`src/design/fbdr_pkg.sv`:
```
// fbdr_pkg: types and constants shared by the dirty rectangle block
// item structs for both channels, the encoder result and register indexes
// no dependencies
package fbdr_pkg;

  localparam int PIX_PER_BYTE = 8;
  localparam int LAST_BIT_IDX = PIX_PER_BYTE - 1;

  localparam int COL_CNT_W = 7;
  localparam int COORD_W   = 10;
  localparam int SPAN_W    = 11;
  localparam int RB_W      = 8;
  localparam int RC_W      = 11;
  localparam int CFG_IDX_W = 1;
  localparam int CFG_DATA_W = 11;

  // hard limits of the tracker widths
  localparam int RB_LIMIT = 128;
  localparam int RC_LIMIT = 1024;

  // configuration register indexes
  localparam logic [CFG_IDX_W-1:0] CFG_ROW_BYTES = 1'b0;
  localparam logic [CFG_IDX_W-1:0] CFG_ROW_COUNT = 1'b1;

  typedef struct packed {
    logic [7:0] old_byte;
    logic [7:0] new_byte;
  } in_item_t;

  typedef struct packed {
    logic               any_change;
    logic [COORD_W-1:0] left_x;
    logic [COORD_W-1:0] top_y;
    logic [SPAN_W-1:0]  box_width;
    logic [SPAN_W-1:0]  box_height;
  } out_item_t;

  // changed pixels of one byte, positions counted from the leftmost pixel
  typedef struct packed {
    logic       changed;
    logic [2:0] first_pos;
    logic [2:0] last_pos;
  } enc_t;

endpackage

```
`src/design/fbdr_chan_if.sv`:
```
// fbdr_chan_if: valid/ready channel carrying one item per handshake
// payload type is a parameter; types come from fbdr_pkg
interface fbdr_chan_if #(
  parameter type payload_t = logic
) ();
  logic     valid;
  logic     ready;
  payload_t data;

  modport source (output valid, output data, input ready);
  modport sink   (input valid, input data, output ready);
endinterface

```
`src/design/fbdr_encode.sv`:
```
// fbdr_encode: xor of old and new byte and priority encoders for the
// first and last changed pixel; uses fbdr_pkg
module fbdr_encode (
  input  fbdr_pkg::in_item_t item,
  output fbdr_pkg::enc_t     enc
);
  logic [7:0] diff;

  assign diff = item.old_byte ^ item.new_byte;

  always_comb begin
    enc.changed   = |diff;
    enc.first_pos = 3'(fbdr_pkg::LAST_BIT_IDX);
    enc.last_pos  = '0;
    // msb wins for the first pixel
    for (int i = 0; i < fbdr_pkg::PIX_PER_BYTE; i++) begin
      if (diff[i]) begin
        enc.first_pos = 3'(fbdr_pkg::LAST_BIT_IDX - i);
      end
    end
    // lsb wins for the last pixel
    for (int i = fbdr_pkg::LAST_BIT_IDX; i >= 0; i--) begin
      if (diff[i]) begin
        enc.last_pos = 3'(fbdr_pkg::LAST_BIT_IDX - i);
      end
    end
  end
endmodule

```
`src/design/fbdr_track.sv`:
```
// fbdr_track: byte and row counters, running bounds of changed pixels,
// end of frame detection and the rectangle result; uses fbdr_pkg
module fbdr_track (
  input  logic                          clk,
  input  logic                          rst_n,
  input  logic                          step,
  input  fbdr_pkg::enc_t                enc,
  input  logic [fbdr_pkg::RB_W-1:0]     row_bytes,
  input  logic [fbdr_pkg::RC_W-1:0]     row_count,
  output logic                          emit,
  output fbdr_pkg::out_item_t           result
);
  localparam logic [fbdr_pkg::COORD_W-1:0] COORD_ONES = '1;

  logic [fbdr_pkg::COL_CNT_W-1:0] col_cnt_r, col_cnt_nxt;
  logic [fbdr_pkg::COORD_W-1:0]   row_pos_r, row_pos_nxt;
  logic [fbdr_pkg::COORD_W-1:0]   min_col_r, min_col_nxt;
  logic [fbdr_pkg::COORD_W-1:0]   max_col_r, max_col_nxt;
  logic [fbdr_pkg::COORD_W-1:0]   min_row_r, min_row_nxt;
  logic [fbdr_pkg::COORD_W-1:0]   max_row_r, max_row_nxt;
  logic                           seen_r, seen_nxt;

  logic [fbdr_pkg::COORD_W-1:0] base, lo, hi;
  logic [fbdr_pkg::COORD_W-1:0] min_col_upd, max_col_upd, min_row_upd, max_row_upd;
  logic                         seen_upd;
  logic                         zero_size, row_end, frame_end;
  logic [fbdr_pkg::RB_W-1:0]    col_inc;
  logic [fbdr_pkg::RC_W-1:0]    row_inc;

  always_comb begin
    // low three bits of base are zero, so the add is an or
    base = {col_cnt_r, 3'b000};
    lo   = base | fbdr_pkg::COORD_W'(enc.first_pos);
    hi   = base | fbdr_pkg::COORD_W'(enc.last_pos);

    min_col_upd = (enc.changed && lo < min_col_r) ? lo : min_col_r;
    max_col_upd = (enc.changed && hi > max_col_r) ? hi : max_col_r;
    min_row_upd = (enc.changed && row_pos_r < min_row_r) ? row_pos_r : min_row_r;
    max_row_upd = (enc.changed && row_pos_r > max_row_r) ? row_pos_r : max_row_r;
    seen_upd    = seen_r | enc.changed;

    col_inc   = {1'b0, col_cnt_r} + 8'd1;
    row_inc   = {1'b0, row_pos_r} + 11'd1;
    zero_size = (row_bytes == '0) || (row_count == '0);
    row_end   = (col_inc >= row_bytes);
    frame_end = row_end && (row_inc >= row_count);
    emit      = zero_size || frame_end;

    result = '0;
    if (!zero_size && seen_upd) begin
      result.any_change = 1'b1;
      result.left_x     = min_col_upd;
      result.top_y      = min_row_upd;
      result.box_width  = (max_col_upd >= min_col_upd) ?
                          ({1'b0, max_col_upd} - {1'b0, min_col_upd} + 11'd1) : '0;
      result.box_height = (max_row_upd >= min_row_upd) ?
                          ({1'b0, max_row_upd} - {1'b0, min_row_upd} + 11'd1) : '0;
    end

    col_cnt_nxt = col_cnt_r;
    row_pos_nxt = row_pos_r;
    min_col_nxt = min_col_r;
    max_col_nxt = max_col_r;
    min_row_nxt = min_row_r;
    max_row_nxt = max_row_r;
    seen_nxt    = seen_r;
    if (step) begin
      if (emit) begin
        col_cnt_nxt = '0;
        row_pos_nxt = '0;
        min_col_nxt = COORD_ONES;
        max_col_nxt = '0;
        min_row_nxt = COORD_ONES;
        max_row_nxt = '0;
        seen_nxt    = 1'b0;
      end else begin
        min_col_nxt = min_col_upd;
        max_col_nxt = max_col_upd;
        min_row_nxt = min_row_upd;
        max_row_nxt = max_row_upd;
        seen_nxt    = seen_upd;
        if (row_end) begin
          col_cnt_nxt = '0;
          row_pos_nxt = row_inc[fbdr_pkg::COORD_W-1:0];
        end else begin
          col_cnt_nxt = col_inc[fbdr_pkg::COL_CNT_W-1:0];
        end
      end
    end
  end

  always_ff @(posedge clk) begin
    if (!rst_n) begin
      col_cnt_r <= '0;
      row_pos_r <= '0;
      min_col_r <= COORD_ONES;
      max_col_r <= '0;
      min_row_r <= COORD_ONES;
      max_row_r <= '0;
      seen_r    <= 1'b0;
    end else begin
      col_cnt_r <= col_cnt_nxt;
      row_pos_r <= row_pos_nxt;
      min_col_r <= min_col_nxt;
      max_col_r <= max_col_nxt;
      min_row_r <= min_row_nxt;
      max_row_r <= max_row_nxt;
      seen_r    <= seen_nxt;
    end
  end
endmodule

```
`src/design/framebuffer_dirty_rectangle.sv`:
```
// framebuffer_dirty_rectangle: bounding box of changed pixels between two
// 1 bpp frames; uses fbdr_pkg, fbdr_chan_if, fbdr_encode, fbdr_track
//
//   port     direction  carries
//   in_ch    sink       old_byte, new_byte: one byte pair per item
//   out_ch   source     any_change, left_x, top_y, box_width, box_height
//   cfg_*    write      row_bytes (index 0), row_count (index 1)
//
// one item per cycle unless an item that ends a frame waits on a stalled
// output, which also holds back the input; other items never wait. an item
// sits in the input register, its result, if the frame ends there, in the
// output register. reset is synchronous: counters and bounds clear, sizes
// return to 50 bytes by 480 rows. writes clamp, row_bytes on its low 8 bits.
module framebuffer_dirty_rectangle #(
  parameter int MAX_ROW_BYTES = 128,
  parameter int MAX_ROWS      = 1024
) (
  input  logic                              clk,
  input  logic                              rst_n,
  fbdr_chan_if.sink                         in_ch,
  fbdr_chan_if.source                       out_ch,
  input  logic                              cfg_we,
  input  logic [fbdr_pkg::CFG_IDX_W-1:0]    cfg_index,
  input  logic [fbdr_pkg::CFG_DATA_W-1:0]   cfg_data
);
  localparam logic [fbdr_pkg::RB_W-1:0] RB_CAP =
    fbdr_pkg::RB_W'((MAX_ROW_BYTES < fbdr_pkg::RB_LIMIT) ? MAX_ROW_BYTES : fbdr_pkg::RB_LIMIT);
  localparam logic [fbdr_pkg::RC_W-1:0] RC_CAP =
    fbdr_pkg::RC_W'((MAX_ROWS < fbdr_pkg::RC_LIMIT) ? MAX_ROWS : fbdr_pkg::RC_LIMIT);
  localparam logic [fbdr_pkg::RB_W-1:0] RB_RESET = (RB_CAP < 8'd50) ? RB_CAP : 8'd50;
  localparam logic [fbdr_pkg::RC_W-1:0] RC_RESET = (RC_CAP < 11'd480) ? RC_CAP : 11'd480;

  logic [fbdr_pkg::RB_W-1:0] row_bytes_r, row_bytes_nxt;
  logic [fbdr_pkg::RC_W-1:0] row_count_r, row_count_nxt;

  fbdr_pkg::in_item_t  in_r;
  logic                s1_valid_r, s1_valid_nxt;
  fbdr_pkg::enc_t      enc;
  logic                emit, s1_fire, in_fire;
  fbdr_pkg::out_item_t result;
  fbdr_pkg::out_item_t out_r;
  logic                out_valid_r, out_valid_nxt;

  // row_count is saturated on the way in, row_bytes only from its low 8 bits
  always_comb begin
    row_bytes_nxt = row_bytes_r;
    row_count_nxt = row_count_r;
    if (cfg_we) begin
      case (cfg_index)
        fbdr_pkg::CFG_ROW_BYTES: begin
          row_bytes_nxt = (cfg_data[fbdr_pkg::RB_W-1:0] > RB_CAP) ?
                          RB_CAP : cfg_data[fbdr_pkg::RB_W-1:0];
        end
        fbdr_pkg::CFG_ROW_COUNT: begin
          row_count_nxt = (cfg_data > RC_CAP) ? RC_CAP : cfg_data;
        end
        default: begin
          row_bytes_nxt = row_bytes_r;
        end
      endcase
    end
  end

  fbdr_encode u_enc (
    .item (in_r),
    .enc  (enc)
  );

  fbdr_track u_track (
    .clk       (clk),
    .rst_n     (rst_n),
    .step      (s1_fire),
    .enc       (enc),
    .row_bytes (row_bytes_r),
    .row_count (row_count_r),
    .emit      (emit),
    .result    (result)
  );

  // an item that ends a frame waits only if the output register is full and not read
  assign s1_fire     = s1_valid_r && (!emit || !out_valid_r || out_ch.ready);
  assign in_ch.ready = !s1_valid_r || s1_fire;
  assign in_fire     = in_ch.valid && in_ch.ready;

  always_comb begin
    s1_valid_nxt = s1_valid_r;
    if (in_fire) begin
      s1_valid_nxt = 1'b1;
    end else if (s1_fire) begin
      s1_valid_nxt = 1'b0;
    end
    out_valid_nxt = out_valid_r;
    if (s1_fire && emit) begin
      out_valid_nxt = 1'b1;
    end else if (out_ch.ready) begin
      out_valid_nxt = 1'b0;
    end
  end

  always_ff @(posedge clk) begin
    if (!rst_n) begin
      row_bytes_r <= RB_RESET;
      row_count_r <= RC_RESET;
      s1_valid_r  <= 1'b0;
      out_valid_r <= 1'b0;
    end else begin
      row_bytes_r <= row_bytes_nxt;
      row_count_r <= row_count_nxt;
      s1_valid_r  <= s1_valid_nxt;
      out_valid_r <= out_valid_nxt;
    end
  end

  always_ff @(posedge clk) begin
    if (in_fire) begin
      in_r <= in_ch.data;
    end
    if (s1_fire && emit) begin
      out_r <= result;
    end
  end

  assign out_ch.valid = out_valid_r;
  assign out_ch.data  = out_r;
endmodule

```
`src/flat_wrapper.sv`:
```
// flat-port wrapper written by rule: the top's interface ports become plain ports
module framebuffer_dirty_rectangle_flat 
#(
  parameter int MAX_ROW_BYTES = 128,
  parameter int MAX_ROWS      = 1024
)
  (clk, rst_n, cfg_we, cfg_index, cfg_data, in_ch_valid, in_ch_data, in_ch_ready, out_ch_valid, out_ch_data, out_ch_ready);
  fbdr_chan_if in_ch_i ();
  fbdr_chan_if out_ch_i ();
  input  logic clk;
  input  logic rst_n;
  input  logic cfg_we;
  input  logic [fbdr_pkg::CFG_IDX_W-1:0] cfg_index;
  input  logic [fbdr_pkg::CFG_DATA_W-1:0] cfg_data;
  input wire logic [$bits(in_ch_i.valid)-1:0] in_ch_valid;
  input wire logic [$bits(in_ch_i.data)-1:0] in_ch_data;
  output wire logic [$bits(in_ch_i.ready)-1:0] in_ch_ready;
  output wire logic [$bits(out_ch_i.valid)-1:0] out_ch_valid;
  output wire logic [$bits(out_ch_i.data)-1:0] out_ch_data;
  input wire logic [$bits(out_ch_i.ready)-1:0] out_ch_ready;
  assign in_ch_i.valid = in_ch_valid;
  assign in_ch_i.data = in_ch_data;
  assign in_ch_ready = in_ch_i.ready;
  assign out_ch_valid = out_ch_i.valid;
  assign out_ch_data = out_ch_i.data;
  assign out_ch_i.ready = out_ch_ready;
  framebuffer_dirty_rectangle #(.MAX_ROW_BYTES(MAX_ROW_BYTES), .MAX_ROWS(MAX_ROWS)) u_core (.clk(clk), .rst_n(rst_n), .in_ch(in_ch_i), .out_ch(out_ch_i), .cfg_we(cfg_we), .cfg_index(cfg_index), .cfg_data(cfg_data));
endmodule
```
`config.mk`:
```
export PLATFORM = sky130hd
export DESIGN_NAME = framebuffer_dirty_rectangle_flat
export DESIGN_NICKNAME = d
export VERILOG_FILES = /design/src/design/fbdr_pkg.sv /design/src/design/fbdr_chan_if.sv /design/src/design/fbdr_encode.sv /design/src/design/fbdr_track.sv /design/src/design/framebuffer_dirty_rectangle.sv /design/src/flat_wrapper.sv
export SDC_FILE = /design/constraint.sdc
export NUM_CORES = 1
export LEC_CHECK = 0
export ABC_AREA = 1
export CORE_MARGIN = 2
export CORE_UTILIZATION = 64
export CTS_CLUSTER_DIAMETER = 200
export DETAILED_ROUTE_END_ITERATION = 7
export DONT_BUFFER_PORTS = 1
export GPL_TIMING_DRIVEN = 0
export PLACE_DENSITY = 0.9
export SLEW_MARGIN = 15
export SYNTH_ARGS = -nofsm -noshare
export SYNTH_HDL_FRONTEND = slang
export SYNTH_SLANG_ARGS = --single-unit
```
`constraint.sdc`:
```
create_clock -name clk -period 3.15 [get_ports clk]
set_input_delay 0.4725 -clock clk [delete_from_list [all_inputs] [get_ports clk]]
set_output_delay 0.4725 -clock clk [all_outputs]
set_load 0.05 [all_outputs]
```
Word-level counts from Yosys, hierarchy flattened:

Cells that the tools add are included.

* logic and storage cells: 64
* register bits: 61

* mux-type cells: 15
* $add $sub $neg: 4
* reductions and logical operators: 25
* magnitude comparators: 7
* bitwise logic cells: 2

Operators with widths (number)
* $mux W10: 6
* $mux W7: 2
* $add A10 B1 Y11 const B: 1
* $ge A11 B11 Y1: 1
* $gt A11 B11 Y1 const B: 1
* $logic_not A11 Y1: 1
* $mux W11: 1
* $ge A10 B10 Y1: 1
* $gt A10 B10 Y1: 1
* $lt A10 B10 Y1: 1
* $add A7 B1 Y8 const B: 1
* $ge A8 B8 Y1: 1
* $gt A8 B8 Y1 const B: 1
* $logic_not A8 Y1: 1
* $mux W8: 1
* $reduce_and A2 Y1: 4
* $logic_and A1 B1 Y1: 7
* $reduce_bool A2 Y1: 3
* $logic_or A1 B1 Y1: 5
* $mux W1: 5
* $logic_not A1 Y1: 4
* $add A1 B1 Y1 const B: 1
* $not A1 Y1: 1
* $or A1 B1 Y1: 1
* $sub A1 B1 Y1: 1

Depth between registers and ports, before layout:

* word-level depth: 11
* depth in mapped cells: 21
* depth with buffers taken out: 20

By module:

From an unflattened synthesis, not the netlist that was laid out.

* cells, all modules: 1142
* area total of the unflattened synthesis: 7528.5 µm²

By module, submodules not included
* fbdr_track: area each 6353.6 µm², cells an instance 985, instances 1
* framebuffer_dirty_rectangle: area each 924.6 µm², cells an instance 108, instances 1
* fbdr_encode: area each 250.2 µm², cells an instance 49, instances 1

Least setup slack after synthesis:

OpenSTA, ideal clock, no wires.

* path type: flip-flop to output port
* start point: register u_core.u_track.row_pos_r[1] in the netlist's numbering
* end point: output in_ch_ready
* slack: 0.066 ns
* stages on the path, launching flop included: 19
* required time: 2.677 ns
* buffers on the path: 0
* arrival: 2.611 ns
* cell sequence: dfxtp_1 -> ha_1 -> nand2_1 -> nor2_1 -> inv_1 -> nor3_1 -> nand2_1 -> nand2_1 -> inv_1 -> ha_1 -> nand2_1 -> inv_1 -> a21oi_1 -> nand2_1 -> nand2_1 -> nand3_2 -> nand2_1 -> inv_1 -> nand3_1

* word-level cells in the longest chain between the ends: 9

Ends and longest elaborated chain
* start: declaration: line fbdr_track.sv:16 `logic [fbdr_pkg::COORD_W-1:0] row_pos_r, row_pos_nxt;`
* start signal: assignment: line fbdr_track.sv:103 `row_pos_r <= row_pos_nxt;`
* $add A10 B1 Y11: line fbdr_track.sv:43 `row_inc = {1'b0, row_pos_r} + 11'd1;`
* $ge A11 B11 Y1: line fbdr_track.sv:46 `frame_end = row_end && (row_inc >= row_count);`
* $logic_and A1 B1 Y1: line fbdr_track.sv:46
* $logic_or A1 B1 Y1: line fbdr_track.sv:47 `emit = zero_size || frame_end;`
* $logic_not A1 Y1: line framebuffer_dirty_rectangle.sv:81 `assign s1_fire = s1_valid_r && (!emit || !out_valid_r || out_ch.ready);`
* $logic_or A1 B1 Y1 (2 in series): line framebuffer_dirty_rectangle.sv:81
* $logic_and A1 B1 Y1: line framebuffer_dirty_rectangle.sv:81
* $logic_or A1 B1 Y1: line framebuffer_dirty_rectangle.sv:82 `assign in_ch.ready = !s1_valid_r || s1_fire;`
* end: declaration: line flat_wrapper.sv:17 `output wire logic [$bits(in_ch_i.ready)-1:0] in_ch_ready;`

No other way between the ends.

Worst setup path after layout:

* start point: register u_core.u_track.row_pos_r[5] in the netlist's numbering
* end point: output in_ch_ready

Same word-level chain as after synthesis.

==> flow_summary.toml <==
[run_status]
outcome = "finished, violations left"
violations = "setup timing"

[timing]
fin_tns_setup_ps = -201
hold_violations = 0
clock_skew_ps = 14.8
setup_viol = 2
period_minus_slack_ps = 3350
slew_viol_final = 0
rsz0062_at_grt = "yes"
tightest_slew_ps = 600
max_freq_mhz = 299
slew_headroom = 0.600
post-route-period-util = 1.06
fin_ws_ps = -198

[worst_setup_path]
critPathMaxFanout = 6
critPathRequiredTime_ps = 2680
crit_slowest_cell = "dfxtp_4"
critPathCaptureType = "output port"
critPathKind = "reg -> out"
start_kind = "flip-flop"
crit_arrival_ps = 2880
worstPathCellList = "inv_2, nor4_4, nand4_1, nand2_1, inv_1, ha_1, nand2_2, inv_2, a21oi_2, nand2_1, nor2_4, nand3_4, nand2_4, inv_4, nand3_4"
slowest_delay_ps = 430
rrSetupSlack_ps = 0

[logic_synthesis]
synth_ff_type = "dfxtp_1"
yosysSeqAreaShare = 0.287
yosys.area.top_type = "dfxtp_1"
synth_area_um2 = 4320
synth_cells = 645
synth_edf_count = 2
yosys_register_bits = 61
syn_nets = 713
async_flop_share = 0
yosys_warnings = 0
synth_commonest_cells = "162 x nand2_1, 107 x inv_1, 70 x nor2_1, 59 x dfxtp_1, 50 x ha_1"
synth_area_leaders = "dfxtp_1 27%, ha_1 14%, nand2_1 14%, inv_1 9.3%, nor2_1 6.1%"
yosysMostFrequentCell = "nand2_1"
syn_area_per_cell_um2 = 6.70
synth_top_cell_area_share = 0.273
synth_cell_type_count = 37

[drt]
ant_nets = 0
drtIter0Drc = 596
drt-total-wl_um = 13000
first_pass_iters = 7
routedWlPerCell_um = 17.2
routed-via-count = 4670
viasPerCell = 6.18
drcViolationCount = 0

[clock_tree]
cts_sinks = 61
cts_hold_buf = 0
path_clk_slew_ps = 80
h-tree-depth = 3
cts_tree = "done"
cts-root-buf = "clkbuf_8"
cts_made_buffers = 9
clkLatencyLatePin_ps = 370
ctsLongestPathBuffers = 2

[floorplan]
die_x_um = 86.2
coreArea_um2 = 6420
row_count = 29
start_util = 0.673
dieArea_um2 = 7420
io_pins = 21
die_y_um = 86.2

[global_routing]
grtUsageTotal = 0.346
grt_pass1_vias = 4384
antenna_found_initial = 0
gr-total-overflow = 0
grt_start_max_net_pins = 11
grt_pass1_wl_um = 19900

[place]
pre_cts_slack_ps = -517
gp_congestion = 0.922
port_buffers = 0
dp_hpwl_um = 8220

[finish]
syn2layout_area_growth_pct = 15.6
fin_nets = 742
drive_gt1_frac = 0.155
n_antenna_cell = 0

[job]
cap_violations = 0

[power]
vdd.ir_drop.worst_mv = 0.333
power_density_nw_per_um2 = 386
power.leakage_nw = 2.65

[worst_hold_path]
hp-class = "in -> reg"
[path summary, 6_finish.rpt]
check | to | start | depth (start not counted)
hold reg to reg | u_core.u_track.max_row_r[4] | u_core.u_track.max_row_r[4] | 2
setup / recovery | in_ch_ready | u_core.u_track.row_pos_r[5] | 15
hold / removal | u_core.in_r[0] | in_ch_data | 0
setup reg to reg | u_core.u_track.row_pos_r[5] | u_core.u_track.row_pos_r[5] | 18
[per-layer routing]
metal / vias up / global-route usage / wire length [um]
li1: 2133 / - / -
met1: 2109 / 0.378 / 4710
met4: 0 / 0.218 / 825
met2: 325 / 0.596 / 6190
met3: 103 / 0.0857 / 1300
met5: - / 0 / 0
[flip-flops by register name, indices dropped and copies added, names as in the netlist]
signal	cells
u_core.in_r	1
u_core.out_ch.data	1
u_core.out_ch.valid	1
u_core.row_bytes_r	8
u_core.row_count_r	11
u_core.s1_valid_r	1
u_core.u_track.col_cnt_r	7
u_core.u_track.max_row_r	10
u_core.u_track.min_row_r	10
u_core.u_track.row_pos_r	10
u_core.u_track.seen_r	1
[repair_timing]
| item | in CTS | in global routing |
|---|---|---|
| setup buffers | 9 | 9 |
| pin swaps | 13 | 22 |
| setup endpoints to repair | 37 | 2 |
| gates resized for setup | 45 | 36 |
| endpoints found under the hold margin | 0 | 0 |
[power by group]
| group | internal [mW] | leakage (nW) | switching, mW |
|---|---|---|---|
| clock network | 0.327 | 0.0905 | 0.335 |
| logic | 0.147 | 2.05 | 0.268 |
| registers | 0.811 | 0.510 | 0.0378 |
| total | 1.29 | 2.65 | 0.641 |
[critical path: cells and delay by family (launching register included)]
family          cells  cell delay (ps)
compound gates      1              130
simple gates        9             1370
flops               1              430
fa+ha+maj           1              310
buf+inv             4              270
[per-stage QoR]
| stage | total power [mW] | cells | hold slack, ps | cell area (um^2) | util |
|---|---|---|---|---|---|
| 2_1_floorplan | 1.13 | 645 | 437 | 4320 | - |
| 3_3_place_gp | 1.20 | 722 | 460 | 4420 | 0.688 |
| 5_1_grt | 1.99 | 756 | 201 | 4990 | 0.777 |
| 4_1_cts | 1.86 | 747 | 204 | 4810 | 0.749 |
| 3_5_place_dp | 1.22 | 722 | 476 | 4420 | 0.688 |
| 6_report | 1.93 | 756 | 204 | 4990 | 0.777 |
[kinds of logic (layout without fill, tap and decap cells)]
group	count (synthesis)	in the layout	share of synthesized area
flops	61	61	0.287
fa+ha+maj	50	50	0.145
xor+xnor	10	10	0.0203
buf+inv	128	162	0.126
compound gates	90	90	0.118
simple gates	306	306	0.304
[cell usage in the layout, fill, tap and decap left out, types with 3 or more instances in the layout]
cell / netlist / final
nand2_1: 162 / 153
inv_1: 107 / 98
nor2_1: 70 / 67
dfxtp_1: 59 / 51
nand3_1: 48 / 46
ha_1: 50 / 46
a21oi_1: 40 / 39
o21ai_0: 30 / 27
buf_4: 1 / 18
clkbuf_8: 1 / 12
nand4_1: 11 / 11
inv_2: 3 / 9
o211ai_1: 8 / 8
buf_6: 6 / 7
xor2_1: 10 / 7
clkbuf_1: 7 / 7
dfxtp_4: 0 / 7
nand2_2: 1 / 6
nand2_4: 2 / 6
nand3_4: 2 / 4
o21ai_1: 1 / 4
ha_4: 0 / 4
inv_4: 0 / 3
buf_2: 3 / 3
xor2_2: 0 / 3
[area by class of cell]
class	instances	area [um^2]
multi-input combinational	456	2760
fill	440	1430
sequential	61	1270
inverter	110	420
clock buffer	14	163
timing repair buffer	18	139
buffer	18	136
tap	77	96.3
clock inverter	2	10.0
(Power assumes the default switching activity.)
